File: src/rtl/i2cram_pkg.sv
// Shared types and constants for the I2C register access master.
// Used by the front queue, the bus engine, the result queue and the top level.
package i2cram_pkg;

	localparam int unsigned TICK_COUNT_BITS_DEF = 16;

	// decoupling queue depth, both sides
	localparam int unsigned Q_DEPTH = 2;
	localparam int unsigned Q_PTR_W = $clog2(Q_DEPTH);
	localparam int unsigned Q_CNT_W = $clog2(Q_DEPTH + 1);

	localparam logic [1:0] ACT_TICK  = 2'd0;
	localparam logic [1:0] ACT_WRITE = 2'd1;
	localparam logic [1:0] ACT_READ  = 2'd2;

	localparam logic [1:0] REG_DEV_ADDR = 2'd0;
	localparam logic [1:0] REG_QTR_BIT  = 2'd1;
	localparam logic [1:0] REG_ACK_WAIT = 2'd2;

	localparam logic [1:0] ST_OK          = 2'd0;
	localparam logic [1:0] ST_WR_ADR_NACK = 2'd1;
	localparam logic [1:0] ST_WR_DAT_NACK = 2'd2;
	localparam logic [1:0] ST_RD_NACK     = 2'd3;

	localparam logic [6:0]  DEV_ADDR_RST = 7'd39;
	localparam logic [15:0] QTR_BIT_RST  = 16'd250;
	localparam logic [15:0] ACK_WAIT_RST = 16'd400;

	typedef struct packed {
		logic       start_wr;
		logic       start_rd;
		logic [7:0] reg_sel;
		logic [7:0] wdata;
		logic       sda;
	} item_t;

	typedef struct packed {
		logic       scl;
		logic       sda_pull;
		logic       busy;
		logic       done;
		logic [1:0] status;
		logic [7:0] rdata;
	} result_t;

endpackage

File: src/rtl/i2cram_front.sv
// Front end: classifies incoming tick beats and queues them for the bus engine.
// Depends on i2cram_pkg.
module i2cram_front (
	input  logic                 clk,
	input  logic                 arst_n,
	input  logic                 push,
	output logic                 full,
	input  logic [1:0]           action,
	input  logic [7:0]           sub_address,
	input  logic [7:0]           write_data,
	input  logic                 sda_in,
	input  logic                 deq,
	output logic                 item_valid,
	output i2cram_pkg::item_t    item
);
	import i2cram_pkg::*;

	item_t                mem_q [Q_DEPTH];
	logic [Q_PTR_W-1:0]   wr_ptr_q;
	logic [Q_PTR_W-1:0]   rd_ptr_q;
	logic [Q_CNT_W-1:0]   cnt_q;
	logic                 wr_en;
	logic                 rd_en;
	item_t                cls;

	assign full       = (cnt_q == Q_CNT_W'(Q_DEPTH));
	assign item_valid = (cnt_q != '0);
	assign wr_en      = push && !full;
	assign rd_en      = deq && item_valid;

	always_comb begin
		cls.start_wr = (action == ACT_WRITE);
		cls.start_rd = (action == ACT_READ);
		cls.reg_sel  = sub_address;
		cls.wdata    = write_data;
		cls.sda      = sda_in;
	end

	always_ff @(posedge clk) begin
		if (wr_en) begin
			mem_q[wr_ptr_q] <= cls;
		end
	end

	assign item = mem_q[rd_ptr_q];

	always_ff @(posedge clk or negedge arst_n) begin
		if (!arst_n) begin
			wr_ptr_q <= '0;
			rd_ptr_q <= '0;
			cnt_q    <= '0;
		end else begin
			if (wr_en) begin
				wr_ptr_q <= (wr_ptr_q == Q_PTR_W'(Q_DEPTH - 1)) ? '0 : wr_ptr_q + 1'b1;
			end
			if (rd_en) begin
				rd_ptr_q <= (rd_ptr_q == Q_PTR_W'(Q_DEPTH - 1)) ? '0 : rd_ptr_q + 1'b1;
			end
			if (wr_en && !rd_en) begin
				cnt_q <= cnt_q + 1'b1;
			end else if (rd_en && !wr_en) begin
				cnt_q <= cnt_q - 1'b1;
			end
		end
	end

endmodule

File: src/rtl/i2cram_engine.sv
// Bus engine: I2C phase sequencer and config registers, one queued beat per step.
// Depends on i2cram_pkg; fed by i2cram_front, drains into i2cram_resq.
module i2cram_engine #(
	parameter int unsigned TickBits = i2cram_pkg::TICK_COUNT_BITS_DEF
) (
	input  logic                 clk,
	input  logic                 arst_n,
	input  logic                 cfg_wr_en,
	input  logic [1:0]           cfg_index,
	input  logic [15:0]          cfg_wdata,
	input  logic                 item_valid,
	input  i2cram_pkg::item_t    item,
	output logic                 deq,
	input  logic                 res_full,
	output logic                 res_push,
	output i2cram_pkg::result_t  res
);
	import i2cram_pkg::*;

	localparam logic [4:0] PH_IDLE      = 5'd0;
	localparam logic [4:0] PH_START_A   = 5'd1;
	localparam logic [4:0] PH_START_B   = 5'd2;
	localparam logic [4:0] PH_START_C   = 5'd3;
	localparam logic [4:0] PH_TX_LOW    = 5'd4;
	localparam logic [4:0] PH_TX_HIGH   = 5'd5;
	localparam logic [4:0] PH_ACK_LOW   = 5'd6;
	localparam logic [4:0] PH_ACK_WAIT  = 5'd7;
	localparam logic [4:0] PH_ACK_HOLD  = 5'd8;
	localparam logic [4:0] PH_RS_A      = 5'd9;
	localparam logic [4:0] PH_RS_B      = 5'd10;
	localparam logic [4:0] PH_RX_LOW    = 5'd11;
	localparam logic [4:0] PH_RX_HIGH   = 5'd12;
	localparam logic [4:0] PH_NACK_LOW  = 5'd13;
	localparam logic [4:0] PH_NACK_HIGH = 5'd14;
	localparam logic [4:0] PH_STOP_A    = 5'd15;
	localparam logic [4:0] PH_STOP_B    = 5'd16;
	localparam logic [4:0] PH_STOP_C    = 5'd17;

	localparam logic [1:0] BS_ADDR = 2'd0;
	localparam logic [1:0] BS_SUB  = 2'd1;
	localparam logic [1:0] BS_DATA = 2'd2;
	localparam logic [1:0] BS_READ = 2'd3;

	localparam int unsigned LimW = (TickBits > 16) ? TickBits : 16;

	logic [6:0]          dev_q;
	logic [15:0]         qtr_q;
	logic [15:0]         ack_lim_q;

	logic [4:0]          phase_q, ph_n;
	logic [3:0]          bc_q, bc_n;
	logic [7:0]          sb_q, sb_n;
	logic [TickBits-1:0] tc_q, tc_n;
	logic [15:0]         aw_q, aw_n;
	logic                rd_q, rd_n;
	logic [7:0]          sub_q, sub_n;
	logic [7:0]          wd_q, wd_n;
	logic [1:0]          st_q, st_n;
	logic [7:0]          rx_q, rx_n;
	logic [1:0]          bs_q, bs_n;
	logic                done_n;

	logic [15:0]         qtr_m1;
	logic [LimW-1:0]     lim_w;
	logic [TickBits-1:0] phase_lim;
	logic                step_en;

	assign step_en  = item_valid && !res_full;
	assign deq      = step_en;
	assign res_push = step_en;

	assign qtr_m1    = (qtr_q == '0) ? '0 : qtr_q - 16'd1;
	assign lim_w     = LimW'(qtr_m1);
	assign phase_lim = (lim_w > LimW'({TickBits{1'b1}})) ? '1 : lim_w[TickBits-1:0];

	always_comb begin
		ph_n   = phase_q;
		bc_n   = bc_q;
		sb_n   = sb_q;
		tc_n   = tc_q;
		aw_n   = aw_q;
		rd_n   = rd_q;
		sub_n  = sub_q;
		wd_n   = wd_q;
		st_n   = st_q;
		rx_n   = rx_q;
		bs_n   = bs_q;
		done_n = 1'b0;
		if (phase_q == PH_IDLE) begin
			if (item.start_wr || item.start_rd) begin
				rd_n  = item.start_rd;
				sub_n = item.reg_sel;
				wd_n  = item.wdata;
				bs_n  = BS_ADDR;
				bc_n  = '0;
				aw_n  = '0;
				ph_n  = PH_START_A;
				tc_n  = '0;
			end
		end else if (phase_q == PH_ACK_WAIT) begin
			if (!item.sda) begin
				ph_n = PH_ACK_HOLD;
				tc_n = '0;
			end else begin
				aw_n = aw_q + 16'd1;
				if (aw_n >= ack_lim_q) begin
					if (rd_q) begin
						st_n = ST_RD_NACK;
					end else begin
						st_n = (bs_q == BS_DATA) ? ST_WR_DAT_NACK : ST_WR_ADR_NACK;
					end
					ph_n = PH_STOP_A;
					tc_n = '0;
				end
			end
		end else if (tc_q < phase_lim) begin
			tc_n = tc_q + TickBits'(1);
		end else begin
			tc_n = '0;
			unique case (phase_q)
				PH_START_A: ph_n = PH_START_B;
				PH_START_B: ph_n = PH_START_C;
				PH_START_C: begin
					sb_n = {dev_q, (bs_q == BS_READ)};
					bc_n = '0;
					ph_n = PH_TX_LOW;
				end
				PH_TX_LOW: ph_n = PH_TX_HIGH;
				PH_TX_HIGH: begin
					sb_n = {sb_q[6:0], 1'b0};
					bc_n = bc_q + 4'd1;
					ph_n = (bc_n >= 4'd8) ? PH_ACK_LOW : PH_TX_LOW;
				end
				PH_ACK_LOW: begin
					aw_n = '0;
					ph_n = PH_ACK_WAIT;
				end
				PH_ACK_HOLD: begin
					unique case (bs_q)
						BS_ADDR: begin
							bs_n = BS_SUB;
							sb_n = sub_q;
							bc_n = '0;
							ph_n = PH_TX_LOW;
						end
						BS_SUB: begin
							if (rd_q) begin
								bs_n = BS_READ;
								ph_n = PH_RS_A;
							end else begin
								bs_n = BS_DATA;
								sb_n = wd_q;
								bc_n = '0;
								ph_n = PH_TX_LOW;
							end
						end
						BS_DATA: begin
							st_n = ST_OK;
							ph_n = PH_STOP_A;
						end
						default: begin
							sb_n = '0;
							bc_n = '0;
							ph_n = PH_RX_LOW;
						end
					endcase
				end
				PH_RS_A: ph_n = PH_RS_B;
				PH_RS_B: ph_n = PH_START_B;
				PH_RX_LOW: ph_n = PH_RX_HIGH;
				PH_RX_HIGH: begin
					sb_n = {sb_q[6:0], item.sda};
					bc_n = bc_q + 4'd1;
					if (bc_n >= 4'd8) begin
						rx_n = sb_n;
						st_n = ST_OK;
						ph_n = PH_NACK_LOW;
					end else begin
						ph_n = PH_RX_LOW;
					end
				end
				PH_NACK_LOW: ph_n = PH_NACK_HIGH;
				PH_NACK_HIGH: ph_n = PH_STOP_A;
				PH_STOP_A: ph_n = PH_STOP_B;
				PH_STOP_B: ph_n = PH_STOP_C;
				default: begin
					ph_n   = PH_IDLE;
					done_n = 1'b1;
				end
			endcase
		end
	end

	always_comb begin
		res.scl = !(ph_n == PH_START_C || ph_n == PH_TX_LOW || ph_n == PH_ACK_LOW
			|| ph_n == PH_RS_A || ph_n == PH_RX_LOW || ph_n == PH_NACK_LOW
			|| ph_n == PH_STOP_A);
		if (ph_n == PH_START_B || ph_n == PH_START_C || ph_n == PH_STOP_A
			|| ph_n == PH_STOP_B) begin
			res.sda_pull = 1'b1;
		end else if (ph_n == PH_TX_LOW || ph_n == PH_TX_HIGH) begin
			res.sda_pull = !sb_n[7];
		end else begin
			res.sda_pull = 1'b0;
		end
		res.busy   = (ph_n != PH_IDLE);
		res.done   = done_n;
		res.status = st_n;
		res.rdata  = rx_n;
	end

	always_ff @(posedge clk or negedge arst_n) begin
		if (!arst_n) begin
			dev_q     <= DEV_ADDR_RST;
			qtr_q     <= QTR_BIT_RST;
			ack_lim_q <= ACK_WAIT_RST;
		end else if (cfg_wr_en) begin
			unique case (cfg_index)
				REG_DEV_ADDR: dev_q     <= cfg_wdata[6:0];
				REG_QTR_BIT:  qtr_q     <= cfg_wdata;
				REG_ACK_WAIT: ack_lim_q <= cfg_wdata;
				default: ;
			endcase
		end
	end

	always_ff @(posedge clk or negedge arst_n) begin
		if (!arst_n) begin
			phase_q <= PH_IDLE;
			bc_q    <= '0;
			sb_q    <= '0;
			tc_q    <= '0;
			aw_q    <= '0;
			rd_q    <= 1'b0;
			sub_q   <= '0;
			wd_q    <= '0;
			st_q    <= ST_OK;
			rx_q    <= '0;
			bs_q    <= BS_ADDR;
		end else if (step_en) begin
			phase_q <= ph_n;
			bc_q    <= bc_n;
			sb_q    <= sb_n;
			tc_q    <= tc_n;
			aw_q    <= aw_n;
			rd_q    <= rd_n;
			sub_q   <= sub_n;
			wd_q    <= wd_n;
			st_q    <= st_n;
			rx_q    <= rx_n;
			bs_q    <= bs_n;
		end
	end

	a_done_from_stop: assert property (@(posedge clk) disable iff (!arst_n)
		step_en && done_n |-> phase_q == PH_STOP_C)
		else $error("done raised outside final stop phase");

	a_bit_cnt_range: assert property (@(posedge clk) disable iff (!arst_n)
		bc_q <= 4'd8)
		else $error("bit counter past one byte");

	a_ack_seen: assert property (@(posedge clk) disable iff (!arst_n)
		step_en && phase_q == PH_ACK_WAIT && !item.sda |=> phase_q == PH_ACK_HOLD)
		else $error("ack not taken");

	a_idle_lines: assert property (@(posedge clk) disable iff (!arst_n)
		step_en && ph_n == PH_IDLE |-> res.scl && !res.sda_pull)
		else $error("bus not released when idle");

endmodule

File: src/rtl/i2cram_resq.sv
// Result queue: holds finished result beats until the consumer pops them.
// Depends on i2cram_pkg; filled by i2cram_engine.
module i2cram_resq (
	input  logic                 clk,
	input  logic                 arst_n,
	input  logic                 res_push,
	input  i2cram_pkg::result_t  res,
	output logic                 res_full,
	input  logic                 pop,
	output logic                 empty,
	output i2cram_pkg::result_t  head
);
	import i2cram_pkg::*;

	result_t              mem_q [Q_DEPTH];
	logic [Q_PTR_W-1:0]   wr_ptr_q;
	logic [Q_PTR_W-1:0]   rd_ptr_q;
	logic [Q_CNT_W-1:0]   cnt_q;
	logic                 wr_en;
	logic                 rd_en;

	assign res_full = (cnt_q == Q_CNT_W'(Q_DEPTH));
	assign empty    = (cnt_q == '0);
	assign wr_en    = res_push && !res_full;
	assign rd_en    = pop && !empty;

	always_ff @(posedge clk) begin
		if (wr_en) begin
			mem_q[wr_ptr_q] <= res;
		end
	end

	assign head = mem_q[rd_ptr_q];

	always_ff @(posedge clk or negedge arst_n) begin
		if (!arst_n) begin
			wr_ptr_q <= '0;
			rd_ptr_q <= '0;
			cnt_q    <= '0;
		end else begin
			if (wr_en) begin
				wr_ptr_q <= (wr_ptr_q == Q_PTR_W'(Q_DEPTH - 1)) ? '0 : wr_ptr_q + 1'b1;
			end
			if (rd_en) begin
				rd_ptr_q <= (rd_ptr_q == Q_PTR_W'(Q_DEPTH - 1)) ? '0 : rd_ptr_q + 1'b1;
			end
			if (wr_en && !rd_en) begin
				cnt_q <= cnt_q + 1'b1;
			end else if (rd_en && !wr_en) begin
				cnt_q <= cnt_q - 1'b1;
			end
		end
	end

endmodule

File: src/rtl/i2c_register_access_master_unit.sv
// Top level of the tick-driven I2C register access master.
// Instantiates i2cram_front, i2cram_engine and i2cram_resq; uses i2cram_pkg.
//
// Usage: every input beat is one bus-timing tick carrying the sampled SDA
// level; while idle, action starts a register write (1) or read (2).
// Input channel: a beat is taken when push is high and full is low.
// Result channel: the oldest result is on the result ports while empty is
// low and leaves when pop is high. Every input beat yields exactly one
// result beat with the SCL/SDA drive levels, busy, done, status and the
// last read byte.
// Path: a beat pushed into an empty block goes through the front queue, then
// one engine step moves it into the result queue and onto the result ports.
// Throughput: one beat per cycle while res_full does not hold the engine;
// two two-entry queues keep that rate while either side stalls briefly.
// Stall: if pop stays low the result queue fills, the engine holds, and
// full rises once the front queue holds two beats; nothing is dropped.
// Reset: arst_n empties both queues, puts the engine idle with status ok,
// and loads device address 39, 250 ticks per phase and an ACK wait of 400.
// Config writes (cfg_wr_en) take effect at once and belong to idle time.
module i2c_register_access_master_unit #(
	parameter int unsigned TICK_COUNT_BITS = i2cram_pkg::TICK_COUNT_BITS_DEF
) (
	input  logic        clk,
	input  logic        arst_n,
	input  logic        cfg_wr_en,
	input  logic [1:0]  cfg_index,
	input  logic [15:0] cfg_wdata,
	input  logic        push,
	output logic        full,
	input  logic [1:0]  action,
	input  logic [7:0]  sub_address,
	input  logic [7:0]  write_data,
	input  logic        sda_in,
	output logic        empty,
	input  logic        pop,
	output logic        scl_out,
	output logic        sda_pull_low,
	output logic        busy_res,
	output logic        done_res,
	output logic [1:0]  status,
	output logic [7:0]  read_data
);
	import i2cram_pkg::*;

	item_t   item;
	logic    item_valid;
	logic    deq;
	logic    res_full;
	logic    res_push;
	result_t res;
	result_t head;

	i2cram_front u_front (
		.clk         (clk),
		.arst_n      (arst_n),
		.push        (push),
		.full        (full),
		.action      (action),
		.sub_address (sub_address),
		.write_data  (write_data),
		.sda_in      (sda_in),
		.deq         (deq),
		.item_valid  (item_valid),
		.item        (item)
	);

	i2cram_engine #(
		.TickBits (TICK_COUNT_BITS)
	) u_engine (
		.clk        (clk),
		.arst_n     (arst_n),
		.cfg_wr_en  (cfg_wr_en),
		.cfg_index  (cfg_index),
		.cfg_wdata  (cfg_wdata),
		.item_valid (item_valid),
		.item       (item),
		.deq        (deq),
		.res_full   (res_full),
		.res_push   (res_push),
		.res        (res)
	);

	i2cram_resq u_resq (
		.clk      (clk),
		.arst_n   (arst_n),
		.res_push (res_push),
		.res      (res),
		.res_full (res_full),
		.pop      (pop),
		.empty    (empty),
		.head     (head)
	);

	assign scl_out      = head.scl;
	assign sda_pull_low = head.sda_pull;
	assign busy_res     = head.busy;
	assign done_res     = head.done;
	assign status       = head.status;
	assign read_data    = head.rdata;

endmodule

File: config.mk
export PLATFORM = sky130hd
export DESIGN_NAME = i2c_register_access_master_unit
export DESIGN_NICKNAME = d
export VERILOG_FILES = /design/src/rtl/i2cram_pkg.sv /design/src/rtl/i2cram_front.sv /design/src/rtl/i2cram_engine.sv /design/src/rtl/i2cram_resq.sv /design/src/rtl/i2c_register_access_master_unit.sv
export SDC_FILE = /design/constraint.sdc
export NUM_CORES = 1
export LEC_CHECK = 0
export BUFFER_PORTS_ARGS = -buffer_cell sky130_fd_sc_hd__buf_4
export CORE_ASPECT_RATIO = 2
export CORE_MARGIN = 8
export CORE_UTILIZATION = 55
export CTS_BUF_LIST = sky130_fd_sc_hd__clkbuf_16
export CTS_CLUSTER_DIAMETER = 200
export DETAILED_ROUTE_END_ITERATION = 12
export HOLD_SLACK_MARGIN = 0.03
export PLACE_DENSITY = 0.73
export RECOVER_POWER = 25
export SETUP_SLACK_MARGIN = 0.15
export SLEW_MARGIN = 25
export SYNTH_ARGS = -nofsm -noshare
export SYNTH_HDL_FRONTEND = slang
export SYNTH_SLANG_ARGS = --single-unit
File: constraint.sdc
create_clock -name clk -period 7.9 [get_ports clk]
set_clock_uncertainty 0.2 [all_clocks]
set_input_delay 1.185 -clock clk [delete_from_list [all_inputs] [get_ports clk]]
set_output_delay 1.185 -clock clk [all_outputs]
set_load 0.05 [all_outputs]
==> results.cfg, run 1 <==
[synth]
synth.area.top_cells = dfrtp_1 29%, edfxtp_1 20%, mux2_2 8.4%, ha_1 4.9%, o21ai_0 4.2%
syn_inst = 870
synthFlopType = dfrtp_1
yosysTopAreaCell = dfrtp_1
avgSynthCellArea_sq_um = 11.1
synth_edf_count = 66
synthArstFlopShare = 0.654
ys_warn_count = 0
synthesis.nets = 950
yosysSeqAreaShare = 0.529
ys_types = 70
yosys.area.top_type_share = 0.289
synth_area_sq_um = 9690
ys_seq_elements = 191

[critical_path]
crit_fanout = 12
reg2reg_from = u_engine.qtr_q[0]
setup.worst_path.start_class = register
cpMaxStageDelayCell = and3_1
critPathCapture = u_resq.mem_q[0][6]
rrSetupSlack_ns = 3.01
cp-end-kind = register
path_class = register to register
path_buf_inv = 1
worst_path_largest_cell_delay_ns = 0.50
cp.depth = 14
r2r_cells = 14
timing.rr.end = u_resq.mem_q[0][6]
arrival_ns = 4.86
startpoint = u_engine.qtr_q[0]
cp_cell_sequence = inv_1 > ha_1 > or3b_2 > nor3_1 > nand3_1 > nand2_1 > ha_1 > a21oi_1 > o21a_1 > a2bb2oi_1 > and3_1 > nor2_1 > nand2_1 > mux2_2
cp.required_ns = 7.87
critical-path-top-delay-family = simple AND/OR/NAND/NOR gates

[power_and_ir_drop]
p_leak_nw = 4.70
p_total_mw = 3.47
power_frac_seq = 0.428
internal_power_mw = 2.18
clkPwrFrac = 0.248
peakVddDrop_mv = 0.276
powerDensity_nw_per_um2 = 318
comb_power_share = 0.324
netSwitchingFraction = 0.373
p_sw_mw = 1.30

[sta]
fin_crit_sh = 0.619
max_freq_mhz = 205
rsz0062_at_grt = no
finalHoldViolCount = 0
setup_violations = 0
relSlewSlack = -0.878
fin_ws_ns = 3.01
fin_crit_ns = 4.89
tns_ns = 0
tightest_slew_ns = 2.82
drv_slew = 53

[global_route]
grt_pass1_wl_mm = 34.3
first_global_vias = 6925
antenna_found_initial = 0
grt_use_total = 0.201
overflow = 0
grt_max_degree = 75

[job]
max_cap_violations = 1

[clock_network]
ctsResizeCount = 0
htree_levels = 4
clk_latency_ns = 0.43
cts_setup_buffers = 0
clk_pin_slew_ns = 0.08
cts_made_buffers = 17
cts_tree = built
ctsHoldBuffers = 0
root_buffer = clkbuf_16
cts_num_sinks = 191
ctsLongestPathBuffers = 2

[place]
dpl.hpwl_mm = 15.9
gp_congestion = 0.925
io_buffers = 57
post-place-ws_ns = 3.05
dp.cells = 1115

[final_layout]
layout.cells.most_common_list = 111 x dfrtp_1, 107 x nand2_1, 81 x o21ai_0
finalNetCount = 1004
drive_above_1_share = 0.209
fin_cells = 1147
area_delta_synth_final_pct = 12.6
final_common_cell = dfrtp_1
multi_input_area_sq_um = 4310
n_fill_cell = 1410
seq_area_sq_um = 5130
diodes = 0

[route]
antenna_left = 0
routed_wl_mm = 21.2
dr.pass1.iters = 5
drt_iter0_drc = 292
wire_per_inst_microns = 18.5
via_per_inst = 5.92
via_count = 6789
drc = 0

[run_status]
status = finished, violations left
violations = max-capacitance violations, max-slew violations

[min_path]
hold_path_depth = 2
min_path_type = register to register

[floorplanning]
rows = 68
start_util = 0.561
fp.dieArea_sq_um = 22400
core-area_sq_um = 17300
ios = 58
fp.dieW_microns = 110
die_h_microns = 204
[kinds of logic (layout without fill, tap and decap cells)]
logic type      count (synthesis)  count (layout)  share of synthesized area
xor+xnor                       42              42                     0.0380
buf+inv                        63             130                     0.0256
fa+ha+maj                      38              38                     0.0491
simple gates                  267             267                      0.137
mux                            91              91                      0.103
flops                         191             191                      0.529
compound gates                178             178                      0.117
[stage by stage]
step / hold slack [ns] / area [sq um] / util
floorplan: 0.242 / 9690 / -
global placement: 0.257 / 10300 / 0.598
detailed placement: 0.263 / 10300 / 0.598
CTS: 0.280 / 10900 / 0.632
global route: 0.297 / 10900 / 0.631
finish: 0.275 / 10900 / 0.631
[power groups by stage]
stage / clock, mW / sequential, mW / combinational, mW
detailed placement: 0 / 1.51 / 1.14
CTS: 0.880 / 1.49 / 1.15
floorplan: 0 / 1.41 / 0.884
global placement: 0 / 1.49 / 1.13
global route: 0.913 / 1.52 / 1.23
finish: 0.861 / 1.49 / 1.13
[worst min path at each step]
stage,from,to
floorplan,u_engine.wd_q[0],u_engine.wd_q[0]
global placement,u_engine.wd_q[0],u_engine.wd_q[0]
detailed placement,u_engine.wd_q[0],u_engine.wd_q[0]
CTS,u_engine.wd_q[0],u_engine.wd_q[0]
global route,u_engine.wd_q[0],u_engine.wd_q[0]
finish,u_engine.wd_q[0],u_engine.wd_q[0]
[state kept, by name, indices dropped and copies added, names as in the netlist, 2 cells and up]
name and count:
u_engine.sub_q 8, u_engine.rx_q 8, u_engine.wd_q 8, u_engine.phase_q 5, u_front.mem_q 38, u_engine.bc_q 4, u_engine.st_q 2, u_engine.sb_q 8
u_engine.ack_lim_q 16, u_front.cnt_q 2, u_engine.dev_q 7, u_resq.cnt_q 2, u_engine.tc_q 16, u_engine.qtr_q 16, u_resq.mem_q 28, u_engine.aw_q 16
u_engine.bs_q 2
[worst min-delay path, stage by stage, from the launching register on]
cell	delay (ns)
dfrtp_1	0.34
nand2_1	0.05
o21ai_0	0.06
[routing by layer]
metal | global-route usage | wire [microns]
met1 | 0.199 | 7600
met2 | 0.372 | 12100
met3 | 0.0338 | 753
met4 | 0.115 | 804
met5 | 0 | 0
[cells in the mapped netlist, types with 3 or more instances]
| cell type | n |
|---|---|
| dfrtp_1 | 112 |
| nand2b_1 | 14 |
| or3_1 | 14 |
| a31oi_1 | 5 |
| o31a_1 | 3 |
| and3_1 | 15 |
| a21oi_1 | 34 |
| nor3_1 | 12 |
| nand3_1 | 13 |
| mux2i_1 | 19 |
| nor2b_1 | 7 |
| nand3b_1 | 10 |
| inv_1 | 30 |
| edfxtp_1 | 66 |
| buf_2 | 3 |
| o2111ai_1 | 3 |
| xor2_1 | 22 |
| mux2_2 | 72 |
| nor2_1 | 39 |
| o21a_1 | 3 |
| a21o_1 | 9 |
| o22ai_1 | 3 |
| ha_1 | 38 |
| nor4_1 | 11 |
| dfstp_2 | 13 |
| xnor2_1 | 20 |
| and2_1 | 3 |
| nand2_1 | 107 |
| a221oi_1 | 7 |
| clkbuf_1 | 26 |
| nand4_1 | 8 |
| o21ai_0 | 81 |
[final cells by class]
type / count / share of cell area
Clock inverter: 15 / 0.0156
Inverter: 31 / 0.0107
Timing Repair Buffer: 67 / 0.0451
Tap cell: 210 / 0.0241
Multi-Input combinational cell: 616 / 0.395
Clock buffer: 17 / 0.0390
Sequential cell: 191 / 0.470
Power figures use the tool's default switching activity.
==> inputs of run 2 (changes only) <==
==> constraint.sdc (replaced) <==
create_clock -name clk -period 4.65 [get_ports clk]
set_clock_uncertainty 0.2 [all_clocks]
set_input_delay 0.6975 -clock clk [delete_from_list [all_inputs] [get_ports clk]]
set_output_delay 0.6975 -clock clk [all_outputs]
set_load 0.05 [all_outputs]
==> results.cfg, run 2 (synthesis gave the netlist of run 1 again) <==
[floorplanning]
start_util = 0.561
rows = 68
ios = 58
die_h_microns = 204
fp.dieW_microns = 110
core-area_sq_um = 17300
fp.dieArea_sq_um = 22400

[sta]
fin_ws_ns = 0.343
fin_hold_ws_ns = 0.264
drv_slew = 77
rsz0062_at_grt = yes
fin_crit_ns = 4.31
tns_ns = 0
relSlewSlack = -1.25
setup_violations = 0
finalHoldViolCount = 0
fin_crit_sh = 0.926
tightest_slew_ns = 3.37
max_freq_mhz = 232

[critical_path]
critical-path-top-delay-family = simple AND/OR/NAND/NOR gates
cp.required_ns = 4.73
path_buf_inv = 3
cpMaxStageDelayCell = or3b_2
worst_path_largest_cell_delay_ns = 0.51
rrSetupSlack_ns = 0.34
cp-end-kind = register
setup.worst_path.start_class = register
path_class = register to register
crit_fanout = 12
cp_cell_sequence = inv_1 > ha_1 > or3b_2 > nor3_2 > nand3_1 > buf_4 > nand2_1 > ha_1 > a21oi_1 > o21a_1 > a2bb2oi_1 > buf_4 > nand3_1 > a32oi_4 > or4b_1 > o211ai_2
arrival_ns = 4.39

[global_route]
grt_use_total = 0.208
antenna_found_initial = 0
overflow = 0
grt_max_degree = 77
grt_pass1_wl_mm = 35.6
first_global_vias = 7170

[job]
max_cap_violations = 1

[clock_network]
htree_levels = 4
cts_tree = built
root_buffer = clkbuf_16
clk_pin_slew_ns = 0.07
cts_num_sinks = 191
ctsHoldBuffers = 0
ctsLongestPathBuffers = 2
cts_made_buffers = 17
clk_latency_ns = 0.44

[place]
gp_congestion = 0.947
placed_area_sq_um = 10400
io_buffers = 57
post-place-ws_ns = 0.106
dpl.hpwl_mm = 16.6
dp.cells = 1129

[final_layout]
final_area_sq_um = 11000
finish.utilization = 0.640
diodes = 0
biggestRegsByFlops = u_front.mem_q: 38 flops, u_resq.mem_q: 28 flops
largest_register_ffs = 38
area_delta_synth_final_pct = 14.1
final_common_cell = dfrtp_1
finalNetCount = 1020
layout.cells.most_common_list = 112 x dfrtp_1, 106 x nand2_1, 81 x o21ai_0
drive_above_1_share = 0.233
fin_cells = 1163
largest-register = u_front.mem_q

[route]
via_count = 6847
dr.pass1.iters = 6
antenna_left = 0
drc = 0
drt_iter0_drc = 395
via_per_inst = 5.89
routed_wl_mm = 22.0
wire_per_inst_microns = 18.9

[run_status]
status = finished, violations left
violations = max-capacitance violations, max-slew violations

[power_and_ir_drop]
p_sw_mw = 2.23
netSwitchingFraction = 0.377
comb_power_share = 0.345
internal_power_mw = 3.68
power_frac_seq = 0.421
p_leak_nw = 4.78
powerDensity_nw_per_um2 = 535
peakVddDrop_mv = 0.375
p_total_mw = 5.91
clkPwrFrac = 0.234

[min_path]
min_path_type = primary input to register
## run 2: cell types whose count changed in the layout (fill, tap and decap cells not counted), sizes merged
cell,previous run,this run
buf,43,63
clkbuf,41,36
clkinv,5,10
clkinvlp,2,0
inv,38,36
bufinv,1,0
dlygate4sd2,0,1
## run 2: power groups by stage
stage               sequential (mW)  clock (mW)  combinational (mW)
floorplan                      2.39           0                1.50
global placement               2.50           0                2.01
detailed placement             2.51           0                2.05
CTS                            2.48        1.41                2.06
global route                   2.54        1.47                2.22
finish                         2.49        1.38                2.04
## run 2: cell type report
type                            count  area (sq um)
Timing Repair Buffer               83           621
Fill cell                        1382          6220
Multi-Input combinational cell    616          4360
Inverter                           31           116
Tap cell                          210           263
Clock inverter                     15           131
Clock buffer                       17           425
Sequential cell                   191          5130
## run 2: final timing paths
| check | startpoint | depth (start not counted) | end |
|---|---|---|---|
| worst min-delay path | sub_address[6] | 1 | u_front.mem_q[1][15] |
| worst max register to register | u_engine.qtr_q[0] | 16 | u_resq.mem_q[0][12] |
| min in group asynchronous | arst_n | 1 | u_engine.aw_q[4] |
| max in group asynchronous | arst_n | 1 | u_engine.tc_q[3] |
| worst max-delay path | u_engine.qtr_q[0] | 16 | u_resq.mem_q[0][12] |
| worst min register to register | u_engine.wd_q[0] | 2 | u_engine.wd_q[0] |
## run 2: layer usage
layer	GRT usage	vias up	share of wire
li1	-	3299	-
met1	0.207	3346	0.35
met2	0.383	149	0.56
met3	0.0348	53	0.038
met4	0.123	0	0.048
met5	0	-	0
## run 2: timing repair
item                       in CTS  in global routing
resized for setup               2                 10
hold endpoints to repair        0                  0
gates cloned                    0                  0
setup endpoints to repair       6                 58
setup buffers                   0                  2
pin swaps                       0                  2
